File: src/pab_pkg.sv
// shared widths, stage payload types and the rounded 8x8 product divided by 255 for the alpha blender
// no dependencies
`timescale 1ns / 1ps

package pab_pkg;

   localparam int PIX_W               = 8;
   localparam int CHANNELS            = 3;
   localparam int DIV_STEPS_PER_STAGE = 2;
   localparam int DIV_STAGES          = PIX_W / DIV_STEPS_PER_STAGE;
   localparam logic [PIX_W-1:0] ALPHA_FULL = {PIX_W{1'b1}};
   localparam logic [15:0]      ROUND_BIAS = 16'd128;

   typedef logic [PIX_W-1:0] pix_type;
   typedef pix_type [CHANNELS-1:0] rgb_type;

   typedef struct packed {
      rgb_type src;
      rgb_type dst;
      pix_type da;
      pix_type ea;
      logic    ga_zero;
   } s1_type;

   typedef struct packed {
      logic    blend;
      rgb_type byp_rgb;
      pix_type byp_alpha;
      rgb_type sp;
      rgb_type dd;
      pix_type inv;
      pix_type na;
   } s2_type;

   typedef struct packed {
      logic    blend;
      rgb_type byp_rgb;
      pix_type byp_alpha;
      rgb_type v;
      pix_type na;
   } s3_type;

   typedef struct packed {
      logic    blend;
      rgb_type byp_rgb;
      pix_type byp_alpha;
      pix_type na;
      rgb_type rem;
      rgb_type low;
      rgb_type quo;
   } div_type;

   // round(a * b / 255)
   function automatic pix_type mdiv255(input pix_type a, input pix_type b);
      logic [15:0] t;
      logic [15:0] s;
      t = {8'h00, a} * {8'h00, b} + ROUND_BIAS;
      s = {8'h00, t[15:8]} + t;
      return s[15:8];
   endfunction

endpackage

File: src/pab_if.sv
// request and response channel interfaces of the alpha blender
// depends on pab_pkg
`timescale 1ns / 1ps

interface pab_req_if;
   import pab_pkg::*;
   logic    valid;
   logic    ready;
   pix_type src_red;
   pix_type src_green;
   pix_type src_blue;
   pix_type mask_alpha;
   pix_type dst_red;
   pix_type dst_green;
   pix_type dst_blue;
   pix_type dst_alpha;

   modport source (output valid, src_red, src_green, src_blue, mask_alpha,
                   dst_red, dst_green, dst_blue, dst_alpha, input ready);
   modport sink (input valid, src_red, src_green, src_blue, mask_alpha,
                 dst_red, dst_green, dst_blue, dst_alpha, output ready);
endinterface

interface pab_rsp_if;
   import pab_pkg::*;
   logic    valid;
   logic    ready;
   pix_type out_red;
   pix_type out_green;
   pix_type out_blue;
   pix_type out_alpha;

   modport source (output valid, out_red, out_green, out_blue, out_alpha, input ready);
   modport sink (input valid, out_red, out_green, out_blue, out_alpha, output ready);
endinterface

File: src/pixel_alpha_over_blend.sv
// straight-alpha over blend of a source rgb pixel onto a destination rgba pixel
// depends on pab_pkg and the channel interfaces in pab_if.sv
//
// usage:
//   req_bus carries one source pixel, its mask alpha and the destination pixel
//   per transaction; rsp_bus returns the blended destination pixel, one
//   transaction out for every transaction in, in the same order.
//   csr_we / csr_wdata write the global alpha (reset value 255); write it only
//   while no transaction is in flight.
// structure: eight register stages between request acceptance and the response.
// throughput: one pixel per cycle while the response side is not stalled; every
//   stage is a register slice, and the final divide by the new alpha retires two
//   quotient bits per stage over four stages.
// reset: synchronous, clears all stage valid bits and sets global alpha to 255.
// stall: each stage keeps its own valid bit and takes new data whenever it is
//   empty or its successor moves, so a stalled receiver only backs up the
//   stages behind a full one and bubbles are squeezed out.
`timescale 1ns / 1ps

module pixel_alpha_over_blend (
   input  logic           clock,
   input  logic           reset,
   pab_req_if.sink        req_bus,
   pab_rsp_if.source      rsp_bus,
   input  logic           csr_we,
   input  pab_pkg::pix_type csr_wdata
);
   import pab_pkg::*;

   localparam int NUM_STAGES = 4 + DIV_STAGES;

   pix_type ga_ff;

   logic [NUM_STAGES-1:0] valid_ff;
   logic [NUM_STAGES-1:0] stage_ready;
   logic [NUM_STAGES-1:0] valid_prev;

   s1_type  s1_ff, s1_in;
   s2_type  s2_ff, s2_in;
   s3_type  s3_ff, s3_in;
   div_type div_ff [DIV_STAGES+1];
   div_type div_in [DIV_STAGES+1];

   function automatic div_type div_advance(input div_type x);
      div_type     y;
      logic [8:0]  r9;
      logic        qb;
      y = x;
      for (int st = 0; st < DIV_STEPS_PER_STAGE; st++) begin
         for (int ch = 0; ch < CHANNELS; ch++) begin
            r9 = {y.rem[ch], y.low[ch][PIX_W-1]};
            y.low[ch] = {y.low[ch][PIX_W-2:0], 1'b0};
            qb = 1'b0;
            if (r9 >= {1'b0, y.na}) begin
               r9 = r9 - {1'b0, y.na};
               qb = 1'b1;
            end
            y.rem[ch] = r9[PIX_W-1:0];
            y.quo[ch] = {y.quo[ch][PIX_W-2:0], qb};
         end
      end
      return y;
   endfunction

   // handshake chain
   always_comb begin
      stage_ready[NUM_STAGES-1] = !valid_ff[NUM_STAGES-1] || rsp_bus.ready;
      for (int k = NUM_STAGES - 2; k >= 0; k--) begin
         stage_ready[k] = !valid_ff[k] || stage_ready[k+1];
      end
      valid_prev = {valid_ff[NUM_STAGES-2:0], req_bus.valid};
   end

   assign req_bus.ready = stage_ready[0];

   // stage 1: effective alpha
   always_comb begin
      s1_in.src     = '{req_bus.src_blue, req_bus.src_green, req_bus.src_red};
      s1_in.dst     = '{req_bus.dst_blue, req_bus.dst_green, req_bus.dst_red};
      s1_in.da      = req_bus.dst_alpha;
      s1_in.ga_zero = (ga_ff == '0);
      if (ga_ff != ALPHA_FULL && req_bus.mask_alpha != '0) begin
         s1_in.ea = mdiv255(req_bus.mask_alpha, ga_ff);
      end else begin
         s1_in.ea = req_bus.mask_alpha;
      end
   end

   // stage 2: case select, new alpha and first products
   always_comb begin
      pix_type inv;
      pix_type na;
      inv = ALPHA_FULL - s1_ff.ea;
      na  = s1_ff.ea + mdiv255(s1_ff.da, inv);
      s2_in.inv = inv;
      s2_in.na  = (na == '0) ? pix_type'(1) : na;
      for (int ch = 0; ch < CHANNELS; ch++) begin
         s2_in.sp[ch] = mdiv255(s1_ff.src[ch], s1_ff.ea);
         s2_in.dd[ch] = mdiv255(s1_ff.dst[ch], s1_ff.da);
      end
      s2_in.blend     = 1'b0;
      s2_in.byp_rgb   = s1_ff.dst;
      s2_in.byp_alpha = s1_ff.da;
      priority if (s1_ff.ga_zero) begin
         s2_in.blend = 1'b0;
      end else if (s1_ff.ea == ALPHA_FULL || s1_ff.da == '0) begin
         s2_in.byp_rgb   = s1_ff.src;
         s2_in.byp_alpha = s1_ff.ea;
      end else if (s1_ff.ea != '0) begin
         s2_in.blend = 1'b1;
      end else begin
         s2_in.blend = 1'b0;
      end
   end

   // stage 3: blended numerators
   always_comb begin
      s3_in.blend     = s2_ff.blend;
      s3_in.byp_rgb   = s2_ff.byp_rgb;
      s3_in.byp_alpha = s2_ff.byp_alpha;
      s3_in.na        = s2_ff.na;
      for (int ch = 0; ch < CHANNELS; ch++) begin
         s3_in.v[ch] = s2_ff.sp[ch] + mdiv255(s2_ff.dd[ch], s2_ff.inv);
      end
   end

   // divider entry and iterations
   always_comb begin
      logic [15:0] num;
      div_in[0].blend     = s3_ff.blend;
      div_in[0].byp_rgb   = s3_ff.byp_rgb;
      div_in[0].byp_alpha = s3_ff.byp_alpha;
      div_in[0].na        = s3_ff.na;
      div_in[0].quo       = '0;
      for (int ch = 0; ch < CHANNELS; ch++) begin
         num = {s3_ff.v[ch], 8'h00} - {8'h00, s3_ff.v[ch]};
         div_in[0].rem[ch] = num[15:8];
         div_in[0].low[ch] = num[7:0];
      end
      for (int s = 1; s <= DIV_STAGES; s++) begin
         div_in[s] = div_advance(div_ff[s-1]);
      end
   end

   always_ff @(posedge clock) begin
      if (reset) begin
         valid_ff <= '0;
         ga_ff    <= ALPHA_FULL;
      end else begin
         for (int k = 0; k < NUM_STAGES; k++) begin
            if (stage_ready[k]) begin
               valid_ff[k] <= valid_prev[k];
            end
         end
         if (csr_we) begin
            ga_ff <= csr_wdata;
         end
      end
   end

   always_ff @(posedge clock) begin
      if (stage_ready[0]) begin
         s1_ff <= s1_in;
      end
      if (stage_ready[1]) begin
         s2_ff <= s2_in;
      end
      if (stage_ready[2]) begin
         s3_ff <= s3_in;
      end
      for (int s = 0; s <= DIV_STAGES; s++) begin
         if (stage_ready[3+s]) begin
            div_ff[s] <= div_in[s];
         end
      end
   end

   // response
   assign rsp_bus.valid     = valid_ff[NUM_STAGES-1];
   assign rsp_bus.out_red   = div_ff[DIV_STAGES].blend ? div_ff[DIV_STAGES].quo[0]
                                                       : div_ff[DIV_STAGES].byp_rgb[0];
   assign rsp_bus.out_green = div_ff[DIV_STAGES].blend ? div_ff[DIV_STAGES].quo[1]
                                                       : div_ff[DIV_STAGES].byp_rgb[1];
   assign rsp_bus.out_blue  = div_ff[DIV_STAGES].blend ? div_ff[DIV_STAGES].quo[2]
                                                       : div_ff[DIV_STAGES].byp_rgb[2];
   assign rsp_bus.out_alpha = div_ff[DIV_STAGES].blend ? div_ff[DIV_STAGES].na
                                                       : div_ff[DIV_STAGES].byp_alpha;

endmodule

File: src/flat_wrapper.sv
// flat-port wrapper written by rule: the top's interface ports become plain ports
module pixel_alpha_over_blend_flat import pab_pkg::*;
  (clock, reset, csr_we, csr_wdata, req_bus_valid, req_bus_src_red, req_bus_src_green, req_bus_src_blue, req_bus_mask_alpha, req_bus_dst_red, req_bus_dst_green, req_bus_dst_blue, req_bus_dst_alpha, req_bus_ready, rsp_bus_valid, rsp_bus_out_red, rsp_bus_out_green, rsp_bus_out_blue, rsp_bus_out_alpha, rsp_bus_ready);
  pab_req_if req_bus_i ();
  pab_rsp_if rsp_bus_i ();
  input  logic clock;
  input  logic reset;
  input  logic csr_we;
  input  pab_pkg::pix_type csr_wdata;
  input wire logic [$bits(req_bus_i.valid)-1:0] req_bus_valid;
  input wire logic [$bits(req_bus_i.src_red)-1:0] req_bus_src_red;
  input wire logic [$bits(req_bus_i.src_green)-1:0] req_bus_src_green;
  input wire logic [$bits(req_bus_i.src_blue)-1:0] req_bus_src_blue;
  input wire logic [$bits(req_bus_i.mask_alpha)-1:0] req_bus_mask_alpha;
  input wire logic [$bits(req_bus_i.dst_red)-1:0] req_bus_dst_red;
  input wire logic [$bits(req_bus_i.dst_green)-1:0] req_bus_dst_green;
  input wire logic [$bits(req_bus_i.dst_blue)-1:0] req_bus_dst_blue;
  input wire logic [$bits(req_bus_i.dst_alpha)-1:0] req_bus_dst_alpha;
  output wire logic [$bits(req_bus_i.ready)-1:0] req_bus_ready;
  output wire logic [$bits(rsp_bus_i.valid)-1:0] rsp_bus_valid;
  output wire logic [$bits(rsp_bus_i.out_red)-1:0] rsp_bus_out_red;
  output wire logic [$bits(rsp_bus_i.out_green)-1:0] rsp_bus_out_green;
  output wire logic [$bits(rsp_bus_i.out_blue)-1:0] rsp_bus_out_blue;
  output wire logic [$bits(rsp_bus_i.out_alpha)-1:0] rsp_bus_out_alpha;
  input wire logic [$bits(rsp_bus_i.ready)-1:0] rsp_bus_ready;
  assign req_bus_i.valid = req_bus_valid;
  assign req_bus_i.src_red = req_bus_src_red;
  assign req_bus_i.src_green = req_bus_src_green;
  assign req_bus_i.src_blue = req_bus_src_blue;
  assign req_bus_i.mask_alpha = req_bus_mask_alpha;
  assign req_bus_i.dst_red = req_bus_dst_red;
  assign req_bus_i.dst_green = req_bus_dst_green;
  assign req_bus_i.dst_blue = req_bus_dst_blue;
  assign req_bus_i.dst_alpha = req_bus_dst_alpha;
  assign req_bus_ready = req_bus_i.ready;
  assign rsp_bus_valid = rsp_bus_i.valid;
  assign rsp_bus_out_red = rsp_bus_i.out_red;
  assign rsp_bus_out_green = rsp_bus_i.out_green;
  assign rsp_bus_out_blue = rsp_bus_i.out_blue;
  assign rsp_bus_out_alpha = rsp_bus_i.out_alpha;
  assign rsp_bus_i.ready = rsp_bus_ready;
  pixel_alpha_over_blend u_core (.clock(clock), .reset(reset), .req_bus(req_bus_i), .rsp_bus(rsp_bus_i), .csr_we(csr_we), .csr_wdata(csr_wdata));
endmodule
File: config.mk
export PLATFORM = sky130hd
export DESIGN_NAME = pixel_alpha_over_blend_flat
export DESIGN_NICKNAME = d
export VERILOG_FILES = /design/src/pab_pkg.sv /design/src/pab_if.sv /design/src/pixel_alpha_over_blend.sv /design/src/flat_wrapper.sv
export SDC_FILE = /design/constraint.sdc
export NUM_CORES = 2
export LEC_CHECK = 0
export ABC_AREA = 1
export BUFFER_PORTS_ARGS = -buffer_cell sky130_fd_sc_hd__buf_4
export CAP_MARGIN = 30
export CORE_AREA = 2 2 482 365
export DETAILED_ROUTE_END_ITERATION = 6
export DIE_AREA = 0 0 484 367
export PLACE_DENSITY = 0.56
export SLEW_MARGIN = 20
export SYNTH_ARGS = -nofsm -noshare
export SYNTH_HDL_FRONTEND = slang
export SYNTH_SLANG_ARGS = --single-unit
File: constraint.sdc
create_clock -name clock -period 14.45 [get_ports clock]
set_input_delay 1.445 -clock clock [delete_from_list [all_inputs] [get_ports clock]]
set_output_delay 1.445 -clock clock [all_outputs]
set_load 0.005 [all_outputs]
==> flow_summary_export.csv <==
group,metric,value,unit
layout,nFillCells,17300,
timing,setup-violations-final,0,
route,drt-initial-drc-count,3189,
clock_network,clk_path_buf_depth,3,
job,maxCapViolCount,0,
setup_path,crit_top_cell,"nand2_1",
hold_path,worstHoldStart,"u_core.div_ff[0][109]",
placement,dp_hpwl,121,mm
layout,final_nets,7920,
die,rows,133,
route,viasPerCell,4.76,
synthesis,syn_nets,7891,
setup_path,worstPathArrival,8.54,ns
timing,timing.final.crit_share,55.4,%
global_routing,grt_pass1_vias,42600,
synthesis,synth_seq_area_share,32.9,%
die,dieArea,178000,µm²
placement,placed_area,63400,µm²
route,dr.pass1.iters,5,
placement,numPortBuffers,110,
synthesis,synth.area.top_cells,"edfxtp_1, ha_1, fa_1",
synthesis,ys_async_sr_fraction,0,%
clock_network,cts_buffers,69,
synthesis,synth_edf_count,648,
status,status,"complete, no violations",
global_routing,grt_usage,17.2,%
setup_path,worstSetupPathType,"flop to flop",
route,wl,151,mm
timing,period_needed,8.00,ns
global_routing,grt_max_degree,67,
global_routing,gr-total-overflow,0,
setup_path,cp-end-kind,"flop",
route,drc,0,
synthesis,syn_avg_cell_area,9.04,µm²
clock_network,cts.htree.levels,3,
route,wl_per_cell,16.8,µm
synthesis,yosysUniqueCellTypes,69,
clock_network,cts.root.buffer_cell,"clkbuf_16",
synthesis,synth_top_area_share,32.3,%
synthesis,yosys.area.top_type,"edfxtp_1",
timing,tns,0,ns
setup_path,worstSetupStartpoint,"u_core.s1_ff[5]",
setup_path,max_stage_delay,0.56,ns
global_routing,antenna_found_initial,16,
setup_path,r2r_cells,39,
clock_network,cts_setup_buffers,0,
route,ant_nets,0,
clock_network,cts_hold_buffers,0,
layout,drive_gt1_share,7.79,%
route,vias,43000,
timing,holdWs,0.403,ns
timing,worst_pin_slew,0.948,ns
clock_network,ctsResizeCount,0,
timing,skew,0.0326,ns
setup_path,r2r-start,"u_core.s1_ff[5]",
synthesis,yosys_warnings,0,
clock_network,cts_tree,"yes",
setup_path,cp.required,14.99,ns
die,fp.dieH,367,µm
clock_network,insertion_delay,0.69,ns
die,start_util,34.7,%
timing,clock.fmax,125,MHz
timing,hold_viol_final,0,
clock_network,clk_pin_slew,0.06,ns
hold_path,hp-class,"flop to flop",
placement,gp_congestion,0.925,
synthesis,syn-cell-area,60200,µm²
global_routing,grt_pass1_wl,241,mm
die,num_io_pins,111,
setup_path,critPathMaxFanout,34,
die,coreArea,173000,µm²
timing,slew_violations,0,
timing,slew_headroom,36.8,%
synthesis,synth_ff_type,"edfxtp_1",
layout,final_area,65900,µm²
hold_path,holdPathStages,0,
clock_network,cts_sinks,664,
setup_path,startpoint_type,"flop",
synthesis,syn_inst,6655,
die,die_w,484,µm
layout,syn_to_final_growth,9.54,%
synthesis,ys_ff_latch,664,
setup_path,critical-path-slowest-cell,"fa_1",
timing,rsz0062_at_grt,"false",
[cells by family after synthesis]
| family | count (synthesis) | synth area share (%) |
|---|---|---|
| AOI/OAI and AO/OA | 685 | 6.63 |
| xor gates and xnor gates | 269 | 3.96 |
| adders and majority gates | 1159 | 29.5 |
| buffers and inverters | 1698 | 10.9 |
| DFF | 664 | 32.9 |
| muxes | 57 | 1.07 |
| and+or+nand+nor | 2123 | 15.1 |
[flip-flops by register name, summed over array words and instances (netlist names)]
| register | count |
|---|---|
| u_core.div_ff | 421 |
| u_core.div_in | 41 |
| u_core.ga_ff | 8 |
| u_core.s1_ff | 65 |
| u_core.s2_ff | 97 |
| u_core.s3_ff | 24 |
| u_core.valid_ff | 8 |
[critical path: cells and delay by family, from the launching register on]
family	cells	cell delay (ns)
AND/OR/NAND/NOR	18	2.15
AO/OA/AOI/OAI	1	0.19
buffers and inverters	9	1.09
flip-flops	1	0.32
adder cells (fa/ha/maj)	8	3.40
XOR/XNOR	3	0.69
[stage by stage]
| step | cells | util [%] | setup slack (ns) |
|---|---|---|---|
| 3_3_place_gp | 8903 | 36.5 | 6.59 |
| 5_1_grt | 9035 | 38.0 | 5.96 |
| 3_5_place_dp | 8907 | 36.5 | 6.58 |
| 2_1_floorplan | 6655 | - | 0.126 |
| 6_report | 9038 | 38.0 | 6.45 |
| 4_1_cts | 9033 | 38.0 | 6.53 |
[synth_stat cells, drive strengths merged (14+ instances only)]
master,instances
a21o,18
buf,57
ha,727
edfxtp,648
xor2,175
o21ai,238
xnor2,94
dfxtp,16
nand4,85
fa,432
nand2,1398
inv,1507
o21a,16
or2,28
nand3b,22
nor3,62
nor2,324
clkbuf,131
o21bai,17
nand3,178
a21oi,334
mux2,57
o31ai,14
[layout by cell type (no fill, tap or decap), drive strengths merged, types with 3 or more instances in the layout]
master    count
a211oi        7
a21boi        3
a21o         18
a21oi       334
a221oi        3
a31oi        13
and2         12
buf         146
bufinv       14
clkbuf       76
clkinv       29
clkinvlp      7
dfxtp        16
diode         4
edfxtp      648
fa          432
ha          727
inv        1510
mux2         57
nand2      1398
nand3       178
nand3b       22
nand4        85
nor2        324
nor3         62
nor4          5
o2111ai       7
o211ai       10
o21a         16
o21ai       238
o21bai       17
o31ai        14
or2          28
or4           4
xnor2        94
xor2        175
[routing by layer]
layer	vias up	wire length, µm	part of all wire [%]	track usage [%]
met5	-	50	0.033	0
met4	8	2550	1.7	3.15
met3	156	9870	6.5	3.49
met2	1003	64500	43	26.0
met1	20700	74400	49	25.4
li1	21200	-	-	-
[final cells by class]
class	count	area, µm²	area share [%]
Antenna cell	4	10.0	0.0152
Clock buffer	76	1750	2.66
Clock inverter	50	774	1.17
Inverter	1510	5690	8.63
Multi-Input combinational cell	4293	33900	51.4
Sequential cell	664	19800	30.0
Tap cell	2295	2870	4.36
Timing Repair Buffer	146	1170	1.78
[path summary, 6_finish.rpt]
| check | slack [ns] | to |
|---|---|---|
| max | 6.45 | u_core.s2_ff[0] |
| min | 0.40 | u_core.div_ff[0][222] |
| max reg2reg | 6.45 | u_core.s2_ff[0] |
| min reg2reg | 0.40 | u_core.div_ff[0][222] |
Power is left out: the tool's default activity adds up to more than one toggle a clock period on the data nets, which glitch-free logic cannot reach.
